[src/rtl/core/nfxlms_pkg.sv]
`timescale 1ns / 1ps
package nfxlms_pkg;

  localparam int TAPS   = 64;
  localparam int IDX_W  = $clog2(TAPS);
  localparam int LEN_W  = IDX_W + 1;

  localparam int REF_W  = 16;
  localparam int ERR_W  = 16;
  localparam int SEC_W  = 24;
  localparam int FILT_W = 24;
  localparam int W_W    = 32;
  localparam int Y_W    = 16;
  localparam int STEP_W = 32;
  localparam int TUSE_W = 7;

  // fractional bits dropped when forming outputs
  localparam int Y_SHIFT = 24;
  localparam int F_SHIFT = 15;

  localparam int HIST_W  = FILT_W + REF_W;
  localparam int TAPR_W  = SEC_W + W_W;

  localparam int ACC_Y_W = REF_W + W_W + IDX_W;
  localparam int ACC_F_W = REF_W + SEC_W + IDX_W;
  localparam int SQ_W    = 2 * FILT_W - 1;
  localparam int POW_W   = SQ_W + IDX_W;

  localparam int A_W      = STEP_W + ERR_W;
  localparam int A_HALF   = A_W / 2;
  localparam int FMAG_W   = FILT_W;
  localparam int NUM_W    = A_W + FMAG_W;
  localparam int FRAC_SHIFT = 12;
  localparam int Q_W      = 41;

  localparam logic [1:0] CMD_LOAD  = 2'd0;
  localparam logic [1:0] CMD_PROC  = 2'd1;
  localparam logic [1:0] CMD_CLEAR = 2'd2;

  localparam logic REG_STEP = 1'b0;
  localparam logic REG_TAPS = 1'b1;

  localparam logic [STEP_W-1:0] STEP_RESET = 32'd429497;
  localparam logic [TUSE_W-1:0] TUSE_RESET = 7'd50;

endpackage

[src/rtl/core/nfxlms_divider.sv]
`timescale 1ns / 1ps
module nfxlms_divider
  import nfxlms_pkg::*;
(
  input  logic             clk_i,
  input  logic             rst_ni,
  input  logic             start_i,
  input  logic [NUM_W-1:0] num_i,
  input  logic [POW_W-1:0] den_i,
  output logic             done_o,
  output logic [Q_W-1:0]   quot_o
);

  localparam int EXT_W = NUM_W + FRAC_SHIFT;
  localparam int HI_W  = EXT_W - Q_W;
  localparam int CNT_W = $clog2(Q_W + 1);
  localparam logic [Q_W-1:0] CAP = Q_W'(1) << (Q_W - 1);

  logic [EXT_W-1:0] ext;
  logic [HI_W-1:0]  hi;
  logic [POW_W:0]   trial;
  logic [POW_W:0]   diff;
  logic             ge;

  logic [POW_W-1:0] rem_q;
  logic [POW_W-1:0] den_q;
  logic [Q_W-1:0]   sh_q;
  logic [Q_W-1:0]   quo_q;
  logic             ovf_q;
  logic [CNT_W-1:0] cnt_q;
  logic             busy_q;
  logic             done_q;

  assign ext   = {num_i, {FRAC_SHIFT{1'b0}}};
  assign hi    = ext[EXT_W-1:Q_W];
  assign trial = {rem_q, sh_q[Q_W-1]};
  assign diff  = trial - {1'b0, den_q};
  assign ge    = (trial >= {1'b0, den_q});

  always_ff @(posedge clk_i or negedge rst_ni) begin
    if (!rst_ni) begin
      busy_q <= 1'b0;
      done_q <= 1'b0;
      cnt_q  <= '0;
    end else begin
      done_q <= 1'b0;
      if (start_i) begin
        busy_q <= 1'b1;
        cnt_q  <= CNT_W'(Q_W);
      end else if (busy_q) begin
        cnt_q <= cnt_q - CNT_W'(1);
        if (cnt_q == CNT_W'(1)) begin
          busy_q <= 1'b0;
          done_q <= 1'b1;
        end
      end
    end
  end

  always_ff @(posedge clk_i) begin
    if (start_i) begin
      den_q <= den_i;
      rem_q <= {{(POW_W - HI_W){1'b0}}, hi};
      ovf_q <= ({{(POW_W - HI_W){1'b0}}, hi} >= den_i);
      sh_q  <= ext[Q_W-1:0];
      quo_q <= '0;
    end else if (busy_q) begin
      rem_q <= ge ? diff[POW_W-1:0] : trial[POW_W-1:0];
      quo_q <= {quo_q[Q_W-2:0], ge};
      sh_q  <= {sh_q[Q_W-2:0], 1'b0};
    end
  end

  // quotient at or above the cap saturates
  assign quot_o = (ovf_q || (quo_q > CAP)) ? CAP : quo_q;
  assign done_o = done_q;

endmodule
[config.mk]
export PLATFORM = sky130hd
export DESIGN_NAME = nfxlms_divider
export DESIGN_NICKNAME = d
export VERILOG_FILES = /design/src/rtl/core/nfxlms_pkg.sv /design/src/rtl/core/nfxlms_divider.sv
export SDC_FILE = /design/constraint.sdc
export NUM_CORES = 1
export LEC_CHECK = 0
export BUFFER_PORTS_ARGS = -buffer_cell sky130_fd_sc_hd__buf_4
export CAP_MARGIN = 20
export CORE_ASPECT_RATIO = 2
export CORE_MARGIN = 5
export CORE_UTILIZATION = 55
export DETAILED_ROUTE_END_ITERATION = 10
export PLACE_DENSITY = 0.74
export SYNTH_ARGS = -nofsm -noshare
export SYNTH_HDL_FRONTEND = slang
export SYNTH_SLANG_ARGS = --single-unit
export TNS_END_PERCENT = 50
[constraint.sdc]
create_clock -name clk_i -period 7.11 [get_ports clk_i]
set_clock_uncertainty 0.05 [all_clocks]
set_input_delay 1.0665 -clock clk_i [delete_from_list [all_inputs] [get_ports clk_i]]
set_output_delay 1.0665 -clock clk_i [all_outputs]
set_load 0.01 [all_outputs]
==> summary.txt <==
worst IR drop on VDD: 0.1915 mV
reg2reg end: rem_q[0]
per-instance average area after synthesis: 9.403 um^2
IO Pins: 170
maximum clock frequency: 225.8 MHz
dpl hpwl: 25.53 mm
logic depth of the worst register-to-register path: 14
yosys warns: 0
clock tree sinks: 185
maximum buffer depth of the clock tree: 2
Cells after Synth: 1286
quantity of gates resized following cts: 0
average routed wire per standard cell: 19.02 um
portion of the post-synthesis area used by sequential elements: 0.4139
max-slew headroom at the worst pin: 0.3212
total inserted antenna cells: 0
Core Box Area: 21590 um^2
async set or reset register ratio after synthesis: 0.04324
remaining design rule violation count: 0
global-route wire length before repair: 51.67 mm
leading cell type in the layout, fill and taps excluded: sky130_fd_sc_hd__buf_4
syn_nets: 1513
FP Rows: 76
post-synthesis instance area: 12090 um^2
number of global-route vias before repair: 10410
Die ar.: 25230 um^2
adder-cell share of the synthesized area: 0.1031
CTS tree: yes
startpoint-to-endpoint class of the critical path: reg2reg
clock network fraction of total power: 0.226
initial DRC count: 535
post-CTS clock slew at the launch and capture registers of the worst setup and hold paths: 70 ps
width of the die: 114.9 um
CTS Hold Bufs: 0
final weighted congestion in routability-driven placement: 0.9335
total vias in the final route: 10080
clock insertion delay at the later pin of the skew report: 460 ps
Int Power: 0.002434 W
antenna-violating nets left: 0
first-pass detailed-route iteration total: 5
net switching fraction of the power: 0.3728
path category of the worst min-delay check: in2async
final hold viol count: 0
maximum level of the CTS H-tree: 4
minimum clock period: 4430 ps
worst path required time: 7270 ps
Synth Area in XOR/XNOR: 0.02825
total routed wirelength: 32.61 mm
net count of the finished layout: 1657
main combinational cell family by area after synthesis: compound AO/OA/AOI/OAI gates
Port Buf Inserts: 169
startpoint of the worst register-to-register path: sh_q[40]
Power per Cell Area: 275.8 nW/um^2
leakage component of the power: 6.675 nW
unrepaired setup endpoints after global routing: no
Post-Route Hold Slack: 372.3 ps
clock buffers created by TritonCTS: 17
chip height: 219.7 um
distinct cell type count after synthesis: 76
number of setup buffers added after CTS: 0
post-synthesis compound-gate area fraction: 0.1681
combinational fraction of design power: 0.414
largest fanout on the critical path: 31
ratio of final minimum period to clock period: 0.6230
leading register cell type out of synthesis: sky130_fd_sc_hd__edfxtp_1
outcome: finished, final reports clean
root buffer cell: sky130_fd_sc_hd__clkbuf_16
via count normalized by instance count: 5.880
total design power: 0.003881 W
most used cells in the layout excluding fill and tap cells: sky130_fd_sc_hd__buf_4 (176), sky130_fd_sc_hd__nand2_1 (127), sky130_fd_sc_hd__edfxtp_1 (126)
Fin Setup TNS: 0 ps
critical path data arrival time: 4590 ps
Area Overhead vs Synth: 16.39%
starting density of the core: 0.5602
fraction of final layout cells with drive strength greater than 1: 0.1735
Psw: 0.001447 W
post-synthesis register bit count: 185
part of the total power dissipated in sequential elements: 0.360
Register-to-Register Setup Slack: 2680 ps
pin count of the biggest net entering global routing: 73
total of max-cap violations: 0
final number of setup-violating endpoints: 0
share of cell area taken by muxes after synthesis: 0.06849
CP endpoint kind: flop
Global Route Usage Sum: 0.2637
initial antenna violation count: 0
Critical Path Source Type: flop
simple-gate portion of the synthesized area: 0.1654
final count of pins violating max slew: 0
Tightest Pin Transition: 1018 ps
total global routing overflow: 0
number of enable-type register cells in the synthesized netlist: 126
registers in the layout, indices dropped and copies added (netlist names):
register	cells
den_q	53
rem_q	53
quo_q	41
sh_q	29
cnt_q	6
busy_q	1
done_o	1
ovf_q	1
power by group through the flow:
| stage | logic [W] | registers (W) | clock network (W) |
|---|---|---|---|
| 2_1_floorplan | 0.00118 | 0.00139 | 0 |
| 3_3_place_gp | 0.00157 | 0.00141 | 0 |
| 3_5_place_dp | 0.00158 | 0.00142 | 0 |
| 5_1_grt | 0.00178 | 0.00141 | 0.000938 |
| 6_report | 0.00161 | 0.00140 | 0.000876 |
| 4_1_cts | 0.00159 | 0.00140 | 0.000892 |
worst max-delay path: stages (launching register included):
cell and delay, ps:
sky130_fd_sc_hd__edfxtp_1 370, sky130_fd_sc_hd__inv_1 80, sky130_fd_sc_hd__ha_1 160, sky130_fd_sc_hd__inv_1 50, sky130_fd_sc_hd__fa_1 430, sky130_fd_sc_hd__a211oi_1 430
sky130_fd_sc_hd__o21ai_1 210, sky130_fd_sc_hd__nand3_1 190, sky130_fd_sc_hd__a21oi_1 120, sky130_fd_sc_hd__o21ai_0 360, sky130_fd_sc_hd__a21o_1 290, sky130_fd_sc_hd__o21ba_2 570
sky130_fd_sc_hd__buf_4 470, sky130_fd_sc_hd__mux2i_1 120, sky130_fd_sc_hd__mux2_2 270
cell type report:
class	instances	area, um^2
repair buffers	177	1333
fillers	1832	7511
clock inverters	11	82.58
inverters	112	420.4
well taps	273	341.6
flip-flops and latches	185	5006
multi-input cells	937	6459
clock buffers	19	432.9
layer usage:
metal	track usage	part of all wire
met4	0.1551	0.055
met5	0	0
met1	0.2520	0.34
met3	0.04040	0.039
met2	0.5116	0.57
cells in the mapped netlist, types with 4 or more instances:
cell type | number | area (um^2)
sky130_fd_sc_hd__nand2_1 | 127 | 476.7
sky130_fd_sc_hd__edfxtp_1 | 126 | 3784
sky130_fd_sc_hd__nor2_1 | 118 | 442.9
sky130_fd_sc_hd__inv_1 | 112 | 420.4
sky130_fd_sc_hd__ha_1 | 98 | 1226
sky130_fd_sc_hd__a21oi_1 | 63 | 315.3
sky130_fd_sc_hd__a21o_1 | 54 | 405.4
sky130_fd_sc_hd__dfxtp_1 | 51 | 1021
sky130_fd_sc_hd__and2_1 | 50 | 312.8
sky130_fd_sc_hd__mux2i_1 | 49 | 490.5
sky130_fd_sc_hd__o21ai_0 | 49 | 245.2
sky130_fd_sc_hd__a31oi_1 | 40 | 250.2
sky130_fd_sc_hd__clkbuf_1 | 32 | 120.1
sky130_fd_sc_hd__mux2_2 | 30 | 337.8
sky130_fd_sc_hd__nand4_1 | 22 | 137.6
sky130_fd_sc_hd__xnor2_1 | 22 | 192.7
sky130_fd_sc_hd__nand3_1 | 21 | 105.1
sky130_fd_sc_hd__xor2_1 | 17 | 148.9
sky130_fd_sc_hd__nor3_1 | 15 | 75.07
sky130_fd_sc_hd__nor4_1 | 15 | 93.84
sky130_fd_sc_hd__and3_1 | 12 | 75.07
sky130_fd_sc_hd__o21a_1 | 12 | 90.09
sky130_fd_sc_hd__buf_1 | 11 | 41.29
sky130_fd_sc_hd__a211oi_1 | 10 | 75.07
sky130_fd_sc_hd__o21bai_1 | 9 | 67.56
sky130_fd_sc_hd__dfrtp_1 | 8 | 200.2
sky130_fd_sc_hd__nor2b_1 | 7 | 43.79
sky130_fd_sc_hd__o31ai_1 | 7 | 52.55
sky130_fd_sc_hd__or3_1 | 6 | 37.54
sky130_fd_sc_hd__a311oi_1 | 5 | 43.79
sky130_fd_sc_hd__a31o_2 | 5 | 43.79
sky130_fd_sc_hd__buf_2 | 5 | 25.02
sky130_fd_sc_hd__a221o_1 | 4 | 40.04
sky130_fd_sc_hd__a2bb2oi_1 | 4 | 35.03
sky130_fd_sc_hd__a41oi_1 | 4 | 35.03
sky130_fd_sc_hd__nand2b_1 | 4 | 25.02
sky130_fd_sc_hd__o211ai_1 | 4 | 30.03
cells by family (layout without fill, tap and decap cells):
family                     count (synthesis)  count (layout)
and+or+nand+nor                          418             418
AOI/OAI and AO/OA                        302             302
DFF                                      185             185
buffers and inverters                    164             319
adders and majority gates                 99              99
muxes                                     79              79
xor gates and xnor gates                  39              39
through the flow:
| step | util | std cells | setup WS, ps | cell area (um^2) |
|---|---|---|---|---|
| 6_report | 0.6520 | 1714 | 2680 | 14070 |
| 3_5_place_dp | 0.6282 | 1684 | 2743 | 13560 |
| 3_3_place_gp | 0.6282 | 1684 | 2862 | 13560 |
| 5_1_grt | 0.6520 | 1714 | 2308 | 14070 |
| 4_1_cts | 0.6520 | 1714 | 2719 | 14070 |
| 2_1_floorplan | - | 1286 | 3510 | 12090 |
worst max path at each step:
stage | from | endpoint | slack [ps]
after floorplan | start_i | rem_q[0] | 3510
after global placement | sh_q[40] | rem_q[0] | 2860
after detailed placement | sh_q[40] | rem_q[0] | 2740
after CTS | sh_q[40] | rem_q[0] | 2720
after global routing | sh_q[40] | rem_q[31] | 2310
final | sh_q[40] | rem_q[0] | 2680
No activity file was read; power rests on OpenSTA's default activity.
